===== config.mk =====
export PLATFORM = sky130hd
export DESIGN_NAME = deflate_length_distance_code_packer_unit
export DESIGN_NICKNAME = d
export VERILOG_FILES = /design/src/rtl/dlp_pkg.sv /design/src/rtl/deflate_length_distance_code_packer_unit.sv /design/src/rtl/dlp_front.sv /design/src/rtl/dlp_queue.sv /design/src/rtl/dlp_back.sv
export SDC_FILE = /design/constraint.sdc
export NUM_CORES = 2
export LEC_CHECK = 0
export BUFFER_PORTS_ARGS = -buffer_cell sky130_fd_sc_hd__buf_2
export CAP_MARGIN = 20
export CORE_ASPECT_RATIO = 0.8
export CORE_MARGIN = 1
export CORE_UTILIZATION = 50
export DETAILED_ROUTE_END_ITERATION = 10
export GPL_TIMING_DRIVEN = 0
export PLACE_DENSITY = 0.66
export REMOVE_ABC_BUFFERS = 1
export SYNTH_ARGS = -nofsm -noshare
export SYNTH_HDL_FRONTEND = slang
export SYNTH_SLANG_ARGS = --single-unit

===== constraint.sdc =====
create_clock -name clk -period 7.9 [get_ports clk]
set_input_delay 2.37 -clock clk [delete_from_list [all_inputs] [get_ports clk]]
set_output_delay 2.37 -clock clk [all_outputs]
set_load 0.005 [all_outputs]

===== src/rtl/dlp_pkg.sv =====
// Shared types, symbol tables and codes for the DEFLATE length/distance code packer.
package dlp_pkg;

  localparam int LEN_SYMS     = 29;
  localparam int DIST_SYMS    = 30;
  localparam int WINDOW_SIZE  = 32768;
  localparam int QUEUE_DEPTH  = 2;

  localparam int SYM_W    = 5;
  localparam int CODE_W   = 15;
  localparam int CLEN_W   = 4;
  localparam int VALUE_W  = 16;
  localparam int EXTRA_W  = 13;
  localparam int XCNT_W   = 4;
  localparam int PACKED_W = 28;
  localparam int PLEN_W   = 5;

  localparam int MIN_LENGTH = 3;
  localparam int MAX_LENGTH = 258;
  localparam int MIN_DIST   = 1;

  // Item modes as seen on the input port
  typedef enum logic [1:0] {
    MODE_LOAD_LEN  = 2'd0,
    MODE_LOAD_DIST = 2'd1,
    MODE_ENC_LEN   = 2'd2,
    MODE_ENC_DIST  = 2'd3
  } mode_t;

  // Operations carried through the queue
  typedef enum logic [2:0] {
    OP_LOAD_LEN,
    OP_LOAD_DIST,
    OP_ENC_LEN,
    OP_ENC_DIST,
    OP_RANGE_ERR
  } op_t;

  typedef struct packed {
    mode_t                mode;
    logic [SYM_W-1:0]     symbol_index;
    logic [CODE_W-1:0]    huffman_code;
    logic [CLEN_W-1:0]    huffman_length;
    logic [VALUE_W-1:0]   match_value;
  } item_t;

  typedef struct packed {
    logic [PACKED_W-1:0]  packed_bits;
    logic [PLEN_W-1:0]    packed_length;
    logic                 out_of_range;
  } result_t;

  // One stored Huffman code: length above the code bits
  typedef struct packed {
    logic [CLEN_W-1:0]    clen;
    logic [CODE_W-1:0]    code;
  } code_entry_t;

  // Classified item: a load carries the code, an encode the symbol and extra bits
  typedef struct packed {
    op_t                  op;
    logic [SYM_W-1:0]     idx;
    code_entry_t          code;
    logic [EXTRA_W-1:0]   extra_val;
    logic [XCNT_W-1:0]    extra_n;
  } q_entry_t;

  typedef struct packed {
    logic empty;
    logic full;
  } q_status_t;

  localparam logic [8:0] LEN_BASE [LEN_SYMS] = '{
    9'd3, 9'd4, 9'd5, 9'd6, 9'd7, 9'd8, 9'd9, 9'd10, 9'd11, 9'd13, 9'd15, 9'd17,
    9'd19, 9'd23, 9'd27, 9'd31, 9'd35, 9'd43, 9'd51, 9'd59, 9'd67, 9'd83, 9'd99,
    9'd115, 9'd131, 9'd163, 9'd195, 9'd227, 9'd258
  };

  localparam logic [XCNT_W-1:0] LEN_EXTRA [LEN_SYMS] = '{
    4'd0, 4'd0, 4'd0, 4'd0, 4'd0, 4'd0, 4'd0, 4'd0, 4'd1, 4'd1, 4'd1, 4'd1,
    4'd2, 4'd2, 4'd2, 4'd2, 4'd3, 4'd3, 4'd3, 4'd3, 4'd4, 4'd4, 4'd4, 4'd4,
    4'd5, 4'd5, 4'd5, 4'd5, 4'd0
  };

  localparam logic [14:0] DIST_BASE [DIST_SYMS] = '{
    15'd1, 15'd2, 15'd3, 15'd4, 15'd5, 15'd7, 15'd9, 15'd13, 15'd17, 15'd25,
    15'd33, 15'd49, 15'd65, 15'd97, 15'd129, 15'd193, 15'd257, 15'd385, 15'd513,
    15'd769, 15'd1025, 15'd1537, 15'd2049, 15'd3073, 15'd4097, 15'd6145,
    15'd8193, 15'd12289, 15'd16385, 15'd24577
  };

  localparam logic [XCNT_W-1:0] DIST_EXTRA [DIST_SYMS] = '{
    4'd0, 4'd0, 4'd0, 4'd0, 4'd1, 4'd1, 4'd2, 4'd2, 4'd3, 4'd3,
    4'd4, 4'd4, 4'd5, 4'd5, 4'd6, 4'd6, 4'd7, 4'd7, 4'd8, 4'd8,
    4'd9, 4'd9, 4'd10, 4'd10, 4'd11, 4'd11, 4'd12, 4'd12, 4'd13, 4'd13
  };

endpackage


===== src/rtl/deflate_length_distance_code_packer_unit.sv =====
// Top level of the DEFLATE length/distance code packer.
// The block takes one item per clock: a transfer happens when start is high and busy is low.
// Load items write a Huffman code into the length store (29 entries) or the distance
// store (30 entries) and give no result; encode items give exactly one result, shown
// with done for a single cycle once it has passed the queue slot and the result register,
// in item order.
// The front end classifies the value into its symbol and extra bits in the transfer
// cycle, a two-entry queue hands it to the back end, which reads the code store and
// packs code and extra bits in the next cycle. Since results are never held off the
// queue drains every cycle and busy stays low, giving a sustained rate of one item per
// cycle. Both stores read as zero after reset through per-entry valid flags, so there
// is no clearing pass and the block can take items in the cycle after reset.
module deflate_length_distance_code_packer_unit import dlp_pkg::*; (
  input  logic    clk,
  input  logic    rst,
  input  logic    start,
  output logic    busy,
  input  item_t   item,
  output logic    done,
  output result_t result
);

  logic      keep;
  logic      push;
  logic      pop;
  q_entry_t  front_entry;
  q_entry_t  head;
  q_status_t q_status;

  assign busy = q_status.full;
  assign push = start && !busy && keep;

  dlp_front u_front (
    .item  (item),
    .keep  (keep),
    .entry (front_entry)
  );

  dlp_queue u_queue (
    .clk      (clk),
    .rst      (rst),
    .push     (push),
    .wr_entry (front_entry),
    .pop      (pop),
    .rd_entry (head),
    .status   (q_status)
  );

  dlp_back u_back (
    .clk      (clk),
    .rst      (rst),
    .q_status (q_status),
    .head     (head),
    .pop      (pop),
    .done     (done),
    .result   (result)
  );

endmodule


===== src/rtl/dlp_front.sv =====
// Front end: classify an incoming item into a queue entry (symbol lookup, range check).
module dlp_front import dlp_pkg::*; (
  input  item_t    item,
  output logic     keep,
  output q_entry_t entry
);

  always_comb begin
    logic [SYM_W-1:0]   sym;
    logic [VALUE_W-1:0] diff;
    sym         = '0;
    diff        = '0;
    keep        = 1'b1;
    entry       = '0;
    entry.op    = OP_RANGE_ERR;
    unique case (item.mode)
      MODE_LOAD_LEN: begin
        // drop loads beyond the store
        entry.op        = OP_LOAD_LEN;
        entry.idx       = item.symbol_index;
        entry.code.code = item.huffman_code;
        entry.code.clen = item.huffman_length;
        keep            = item.symbol_index < SYM_W'(LEN_SYMS);
      end
      MODE_LOAD_DIST: begin
        entry.op        = OP_LOAD_DIST;
        entry.idx       = item.symbol_index;
        entry.code.code = item.huffman_code;
        entry.code.clen = item.huffman_length;
        keep            = item.symbol_index < SYM_W'(DIST_SYMS);
      end
      MODE_ENC_LEN: begin
        if (item.match_value < VALUE_W'(MIN_LENGTH) ||
            item.match_value > VALUE_W'(MAX_LENGTH)) begin
          entry.op = OP_RANGE_ERR;
        end else begin
          // the top length has a symbol of its own, no extra bits
          if (item.match_value == VALUE_W'(MAX_LENGTH)) begin
            sym = SYM_W'(LEN_SYMS - 1);
          end else begin
            for (int i = 0; i < LEN_SYMS - 1; i++) begin
              if (item.match_value >= VALUE_W'(LEN_BASE[i])) sym = SYM_W'(i);
            end
          end
          diff            = item.match_value - VALUE_W'(LEN_BASE[sym]);
          entry.op        = OP_ENC_LEN;
          entry.idx       = sym;
          entry.extra_val = diff[EXTRA_W-1:0];
          entry.extra_n   = LEN_EXTRA[sym];
        end
      end
      MODE_ENC_DIST: begin
        if (item.match_value < VALUE_W'(MIN_DIST) ||
            {1'b0, item.match_value} > (VALUE_W+1)'(WINDOW_SIZE)) begin
          entry.op = OP_RANGE_ERR;
        end else begin
          for (int i = 0; i < DIST_SYMS; i++) begin
            if (item.match_value >= VALUE_W'(DIST_BASE[i])) sym = SYM_W'(i);
          end
          diff            = item.match_value - VALUE_W'(DIST_BASE[sym]);
          entry.op        = OP_ENC_DIST;
          entry.idx       = sym;
          entry.extra_val = diff[EXTRA_W-1:0];
          entry.extra_n   = DIST_EXTRA[sym];
        end
      end
      default: begin
        entry.op = OP_RANGE_ERR;
      end
    endcase
  end

endmodule


===== src/rtl/dlp_queue.sv =====
// Short FIFO of classified entries between the front and back ends.
module dlp_queue import dlp_pkg::*; (
  input  logic      clk,
  input  logic      rst,
  input  logic      push,
  input  q_entry_t  wr_entry,
  input  logic      pop,
  output q_entry_t  rd_entry,
  output q_status_t status
);

  localparam int PTR_W = (QUEUE_DEPTH > 1) ? $clog2(QUEUE_DEPTH) : 1;
  localparam int CNT_W = $clog2(QUEUE_DEPTH + 1);

  q_entry_t         slots [QUEUE_DEPTH];
  logic [PTR_W-1:0] wr_ptr;
  logic [PTR_W-1:0] rd_ptr;
  logic [CNT_W-1:0] count;
  logic             do_push;
  logic             do_pop;

  assign status.empty = (count == '0);
  assign status.full  = (count == CNT_W'(QUEUE_DEPTH));
  assign do_push      = push && !status.full;
  assign do_pop       = pop && !status.empty;
  assign rd_entry     = slots[rd_ptr];

  // store the entry at the write pointer
  always_ff @(posedge clk) begin
    if (do_push) slots[wr_ptr] <= wr_entry;
  end

  // advance pointers and occupancy
  always_ff @(posedge clk) begin
    if (rst) begin
      wr_ptr <= '0;
      rd_ptr <= '0;
      count  <= '0;
    end else begin
      if (do_push) begin
        wr_ptr <= (wr_ptr == PTR_W'(QUEUE_DEPTH - 1)) ? '0 : wr_ptr + 1'b1;
      end
      if (do_pop) begin
        rd_ptr <= (rd_ptr == PTR_W'(QUEUE_DEPTH - 1)) ? '0 : rd_ptr + 1'b1;
      end
      if (do_push && !do_pop) count <= count + 1'b1;
      else if (do_pop && !do_push) count <= count - 1'b1;
    end
  end

endmodule


===== src/rtl/dlp_back.sv =====
// Back end: code stores, code lookup, bit packing and the result register.
module dlp_back import dlp_pkg::*; (
  input  logic      clk,
  input  logic      rst,
  input  q_status_t q_status,
  input  q_entry_t  head,
  output logic      pop,
  output logic      done,
  output result_t   result
);

  code_entry_t          len_store  [LEN_SYMS];
  code_entry_t          dist_store [DIST_SYMS];
  logic [LEN_SYMS-1:0]  len_vld;
  logic [DIST_SYMS-1:0] dist_vld;

  code_entry_t          ent;
  logic [CODE_W-1:0]    code_masked;
  result_t              result_next;
  logic                 emit;

  // take the head entry whenever one waits
  assign pop = !q_status.empty;

  // read the addressed entry; an entry never loaded reads as zero
  always_comb begin
    ent  = '0;
    emit = 1'b0;
    unique case (head.op)
      OP_ENC_LEN: begin
        emit = 1'b1;
        if (len_vld[head.idx]) ent = len_store[head.idx];
      end
      OP_ENC_DIST: begin
        emit = 1'b1;
        if (dist_vld[head.idx]) ent = dist_store[head.idx];
      end
      OP_RANGE_ERR: begin
        emit = 1'b1;
      end
      OP_LOAD_LEN, OP_LOAD_DIST: begin
        emit = 1'b0;
      end
      default: begin
        emit = 1'b0;
      end
    endcase
  end

  // drop stray code bits, then place the extra bits above the code
  always_comb begin
    code_masked = ent.code & ~({CODE_W{1'b1}} << ent.clen);
    result_next = '0;
    if (head.op == OP_RANGE_ERR) begin
      result_next.out_of_range = 1'b1;
    end else begin
      result_next.packed_bits   = PACKED_W'(code_masked)
                                | (PACKED_W'(head.extra_val) << ent.clen);
      result_next.packed_length = PLEN_W'(ent.clen) + PLEN_W'(head.extra_n);
    end
  end

  // load the code stores in queue order
  always_ff @(posedge clk) begin
    if (pop && head.op == OP_LOAD_LEN) len_store[head.idx] <= head.code;
    if (pop && head.op == OP_LOAD_DIST) dist_store[head.idx] <= head.code;
  end

  always_ff @(posedge clk) begin
    if (rst) begin
      len_vld  <= '0;
      dist_vld <= '0;
    end else begin
      if (pop && head.op == OP_LOAD_LEN) len_vld[head.idx] <= 1'b1;
      if (pop && head.op == OP_LOAD_DIST) dist_vld[head.idx] <= 1'b1;
    end
  end

  // register the result and its strobe
  always_ff @(posedge clk) begin
    if (rst) begin
      done <= 1'b0;
    end else begin
      done <= pop && emit;
    end
  end

  always_ff @(posedge clk) begin
    if (pop && emit) result <= result_next;
  end

endmodule


Word level (Yosys, flattened, before mapping)
Memories as Yosys holds them, arrays and structs flattened. A register that Yosys moved wholly into a read port is not among the register bits.
Index checks and enable logic that the tools add are counted.
W data, S select, Z words.
{"block": "totals", "register_bits": 98, "mem_bits_rw": 1209, "mem_bits_ro": 1024, "inputBits": 45, "output_inout_bits": 36, "memories": 7}
{"name": "u_back.dist_store", "words": 30, "width": 19, "rd": 1, "rd_ports_with_merged_regs": 0, "write_ports": 1, "line_no": "dlp_back.sv:13", "rtl": "code_entry_t dist_store [DIST_SYMS];"}
{"name": "u_back.len_store", "words": 29, "width": 19, "rd": 1, "rd_ports_with_merged_regs": 0, "write_ports": 1, "line_no": "dlp_back.sv:12", "rtl": "code_entry_t len_store [LEN_SYMS];"}
{"name": "(name not given)", "words": 32, "width": 15, "rd": 1, "rd_ports_with_merged_regs": 0, "write_ports": 0, "line_no": "dlp_front.sv:60", "rtl": "diff = item.match_value - VALUE_W'(DIST_BASE[sym]);"}
{"name": "(name not given)", "words": 32, "width": 9, "rd": 1, "rd_ports_with_merged_regs": 0, "write_ports": 0, "line_no": "dlp_front.sv:45", "rtl": "diff = item.match_value - VALUE_W'(LEN_BASE[sym]);"}
{"name": "(name not given)", "words": 32, "width": 4, "rd": 1, "rd_ports_with_merged_regs": 0, "write_ports": 0, "line_no": "dlp_front.sv:49", "rtl": "entry.extra_n = LEN_EXTRA[sym];"}
{"name": "(name not given)", "words": 32, "width": 4, "rd": 1, "rd_ports_with_merged_regs": 0, "write_ports": 0, "line_no": "dlp_front.sv:64", "rtl": "entry.extra_n = DIST_EXTRA[sym];"}
{"name": "+1 memories"}
{"block": "classes", "add_sub_neg": 7, "magnitude_cmp": 60, "n_eq_ne": 9, "n_shift": 2, "n_mux": 102, "n_bitwise": 7, "reduce_logical": 20}
{"op": "$mux W5", "n": 33}
{"op": "$ge A16 B4 Y1 const B", "n": 6}
{"op": "$ge A16 B5 Y1 const B", "n": 6}
{"op": "$ge A16 B6 Y1 const B", "n": 6}
{"op": "$ge A16 B7 Y1 const B", "n": 6}
{"op": "$ge A16 B8 Y1 const B", "n": 6}
{"op": "$mux W4", "n": 20}
{"op": "$ge A16 B3 Y1 const B", "n": 4}
{"op": "$mux W19", "n": 3}
{"op": "$pmux W19 S2", "n": 1}
{"op": "$mux W17", "n": 2}
{"op": "$pmux W17 S2", "n": 1}
{"op": "$ge A16 B10 Y1 const B", "n": 2}
{"op": "$ge A16 B11 Y1 const B", "n": 2}
{"op": "$ge A16 B12 Y1 const B", "n": 2}
{"op": "$ge A16 B13 Y1 const B", "n": 2}
{"op": "$ge A16 B14 Y1 const B", "n": 2}
{"op": "$ge A16 B15 Y1 const B", "n": 2}
{"op": "$ge A16 B2 Y1 const B", "n": 2}
{"op": "$ge A16 B9 Y1 const B", "n": 2}
{"op": "$pmux W8 S4", "n": 1}
{"op": "$mux W3", "n": 10}
{"op": "$or A30 B30 Y30", "n": 1}
{"op": "$or A29 B29 Y29", "n": 1}
{"op": "other kinds (41)", "n": 84}

Longest topological paths before layout
{"block": "logic_depth", "word_depth": 39, "depth_mapped": 27, "mapped_depth_nobuf": 24}

By module
From an unflattened synthesis, not the netlist that was laid out.
{"block": "hier_totals", "hier_cells": 2992, "hier_area_um2": 53392.5}
{"mod": "dlp_back", "n_inst": 1, "cells_each": 2374, "area_per_inst_um2": 46978.8, "seq_area_each_um2": 35884.4}
{"mod": "dlp_queue", "n_inst": 1, "cells_each": 162, "area_per_inst_um2": 3383.2, "seq_area_each_um2": 2742.6}
{"mod": "dlp_front", "n_inst": 1, "cells_each": 455, "area_per_inst_um2": 3021.6, "seq_area_each_um2": 0.0}
{"mod": "deflate_length_distance_code_packer_unit", "n_inst": 1, "cells_each": 1, "area_per_inst_um2": 8.8, "seq_area_each_um2": 0.0}

Worst setup path after synthesis
Ideal clock, no wire load.
{"block": "synth_path", "kind": "input to register", "from": "input item[5] (netlist bit)", "to": "memory u_queue.slots[0][16] (netlist bit), data pin", "setup_time_ns": 0.271, "arrival_time_ns": 7.106, "required_time_ns": 7.629, "slack_ns": 0.523, "cell_stages": 25, "path_buffers": 3, "cell_sequence": "clkbuf_1 or4_1 buf_2 or4_1 clkbuf_1 o31ai_1 o211ai_1 a311oi_2 nand4b_1 a21oi_1 ha_1 inv_1 o31ai_1 nand2_1 ha_1 a21oi_1 nand2_1 a31o_2 a21o_1 a21oi_1 o21ai_0 a21o_1 a21oi_1 xnor2_1 o21ai_1"}
{"element": "from (decl)", "line_no": "deflate_length_distance_code_packer_unit.sv:18", "rtl": "input item_t item,"}
{"element": "to (decl)", "line_no": "dlp_queue.sv:15", "rtl": "q_entry_t slots [QUEUE_DEPTH];"}

==> flow_summary_export.csv <==
group,metric,value,unit
status,status,"finished clean",
placed_design,place_hpwl,85410,um
route,dr.pass1.iters,6,
route,avgRoutedWirePerCell,29.65,um
route,via_per_inst,6.360,
clocking,clock-sinks,1308,
route,num_vias,29340,
timing,hold_ws,471.8,ps
finish,n_antenna_cell,0,
timing,rsz0062_at_grt,"false",
die,pin_count,81,
timing,worst_slew_pin_slew,1220,ps
synthesis,ys.flop_type,"edfxtp_1",
synthesis,synth_edf_count,1243,
timing,layout_worst_path_cycle_share,95.33,%
worst_setup_path,critPathKind,"in -> reg",
timing,hold_violations,0,
synthesis,netlist_area,53330,sq um
placed_design,dpl-instance-area,56310,sq um
placed_design,dp_slack,-700.8,ps
synthesis,syn_inst,2993,
grt,grt_util_all_layers,25.38,%
power_and_ir_drop,power.leakage,19.24,nW
finish,drive_gt1_share,23.40,%
synthesis,synth_cell_types,103,
synthesis,yosysTopAreaCell,"edfxtp_1",
worst_setup_path,required,8340,ps
synthesis,synth.avg_cell_area,17.82,sq um
timing,finalMaxSlewViolations,0,
die,core_area,105000,sq um
clocking,root_buffer,"clkbuf_16",
worst_setup_path,setup.worst_path.end_class,"flop",
grt,antenna_found_initial,3,
finish,fin_area,60490,sq um
route,postRouteAntennaNets,0,
timing,max_freq,132.8,MHz
finish,fin_util,57.59,%
synthesis,yosys_warnings,0,
route,drc_errors,0,
worst_setup_path,cp_common_cell,"a21oi_1",
placed_design,placed_cells,4381,
timing,finalCriticalPeriod,7531,ps
placed_design,portBuffers,80,
timing,skew,62.27,ps
route,drtIter0Drc,3955,
finish,area_delta_synth_final,13.43,%
clocking,cts_tree,"done",
die,start_util,50.77,%
worst_setup_path,slowest_delay,630,ps
worst_setup_path,path_delay_family,"compound AO/OA/AOI/OAI gates",
synthesis,synth_top_area_share,69.99,%
die,fp.dieH,294.1,um
clocking,worstSkewPairLatency,750,ps
grt,grt_max_degree,100,
synthesis,ys_ff_latch,1308,
die,rows,106,
finish,finalNonFillerCells,4613,
route,routed_wl,136800,um
timing,setup_viol,0,
synthesis,synthTopCellsByArea,"edfxtp_1 70%, mux4_2 11%, dfxtp_1 2.4%",
timing,setup_tns,0,ps
worst_setup_path,critPathLaunchType,"input pin",
grt,grt_pass1_wl,197900,um
worst_setup_path,crit_slowest_cell,"or4_1",
job,cap_violations,0,
finish,fin_nets,3197,
worst_setup_path,cp_num_buf_inv,2,
synthesis,synth_most_common_cell,"edfxtp_1",
synthesis,ys_seq_area_share,72.43,%
worst_hold_path,hold_class,"reg -> reg",
die,die_area,108000,sq um
power_and_ir_drop,p_total,18.90,mW
grt,overflow,0,
worst_setup_path,worstPathMaxFanout,16,
clocking,cts_buffer_depth,3,
clocking,cts_htree_levels,3,
placed_design,routabilityCongestion,0.8880,
clocking,clkSlewWorstSetupHoldPaths,60,ps
timing,timing.final.ws_setup,368.7,ps
power_and_ir_drop,vdd_drop_max,0.2739,mV
synthesis,synth_common_cells,"1243 x edfxtp_1, 258 x mux4_2, 225 x nor2_1, 167 x nand2_1, 110 x o22ai_1",
worst_setup_path,crit_chain,"buf_2, or4_4, or4_1, nor2_2, mux2i_1, a311oi_2, nand4b_1, a21oi_4, ha_1, inv_1, o31ai_1, nand2_1, ha_1, a21oi_1, nand2_1, a31o_2, a21o_1, a21oi_1, o21ai_0, a21o_1, a21oi_1, xnor2_1, o21ai_1",
clocking,cts_buffers,116,
grt,grt_pass1_vias,28670,
timing,slew-limit-headroom,18.01,%
clocking,holdBufCountCts,0,
synthesis,ys_async_sr_fraction,0,%
power_and_ir_drop,power.density,312.4,nW/um^2
die,die_x,367.1,um
worst_setup_path,arrival,7970,ps
-- metal layers --
layer / global-route usage [%] / share of wire (%) / vias to the layer above / routed length (um)
met3: 5.862 / 11 / 199 / 14680
li1: - / - / 12360 / -
met5: 0 / 0 / - / 0
met2: 37.90 / 45 / 1544 / 61700
met4: 6.921 / 2.6 / 0 / 3527
met1: 37.67 / 42 / 15240 / 56870
-- cell type report --
type / instances / area (sq um)
Clock inverter: 66 / 794.5
Inverter: 36 / 135.1
Timing Repair Buffer: 167 / 1898
Tap cell: 1404 / 1757
Sequential cell: 1308 / 38630
Multi-Input combinational cell: 1480 / 14140
Clock buffer: 152 / 3141
Fill cell: 7741 / 44550
-- where the power goes --
part	switching (mW)	total (mW)	internal (mW)
sequential	0.120	8.50	8.38
clock	2.53	5.86	3.33
combinational	2.88	4.54	1.66
total	5.53	18.9	13.4
-- flip-flops by register name, summed over array words and instances, names as in the netlist, named ones only --
| register | flops |
|---|---|
| u_queue.wr_ptr | 1 |
| u_back.done | 1 |
| u_back.len_vld | 29 |
| u_queue.rd_ptr | 1 |
| u_back.dist_vld | 30 |
| u_queue.slots | 88 |
| u_back.result | 34 |
| u_queue.count | 2 |
| u_back.dist_store | 570 |
| u_back.len_store | 551 |
-- worst reg2reg max path, cell delays in order (launching register included) --
cell and delay [ps]:
dfxtp_4 1000, mux2_8 770, buf_16 460, a21oi_1 260, a222oi_1 820, or4b_1 520, nor3_1 750, a32oi_4 320
inv_2 590, mux2i_1 250, mux2i_1 140, mux2_2 350, o31ai_2 250
-- final timing paths --
check	from	end	slack, ps	cells after the start
worst max register to register	flop	u_back.result[15]	1230	12
worst min register to register	u_back.dist_vld[2]	u_back.dist_vld[2]	470	2
worst min-delay path	u_back.dist_vld[2]	u_back.dist_vld[2]	470	2
worst max-delay path	item[6]	u_queue.slots[1][16]	370	23
-- cell usage in the layout (no fill, tap or decap), drive strengths merged, types with 16 or more instances in the layout --
cell    count
ha         40
a21oi      56
o22ai     112
nand2     167
nor3       31
nor2      226
mux2       35
nand2b     16
nor2b      32
mux4      259
nor4       22
a32oi      24
nand3      59
inv        38
clkinv     45
a21o       20
buf       166
edfxtp   1243
clkbuf    152
dfxtp      65
o21ai      59
mux2i      84
bufinv     16
and2       16
-- kinds of logic after synthesis --
logic type	Yosys count	share of synthesized area [%]
flip-flops	1308	72.43
buffers and inverters	205	1.896
adder cells (fa/ha/maj)	44	1.070
AO/OA/AOI/OAI	404	5.351
AND/OR/NAND/NOR	631	5.558
multiplexers	378	13.32
XOR/XNOR	23	0.3777
-- repair_timing --
item,CTS,global route
gates resized for setup,0,5
buffers inserted,0,3
setup endpoints to repair,0,8
Power figures use the tool's default switching activity.
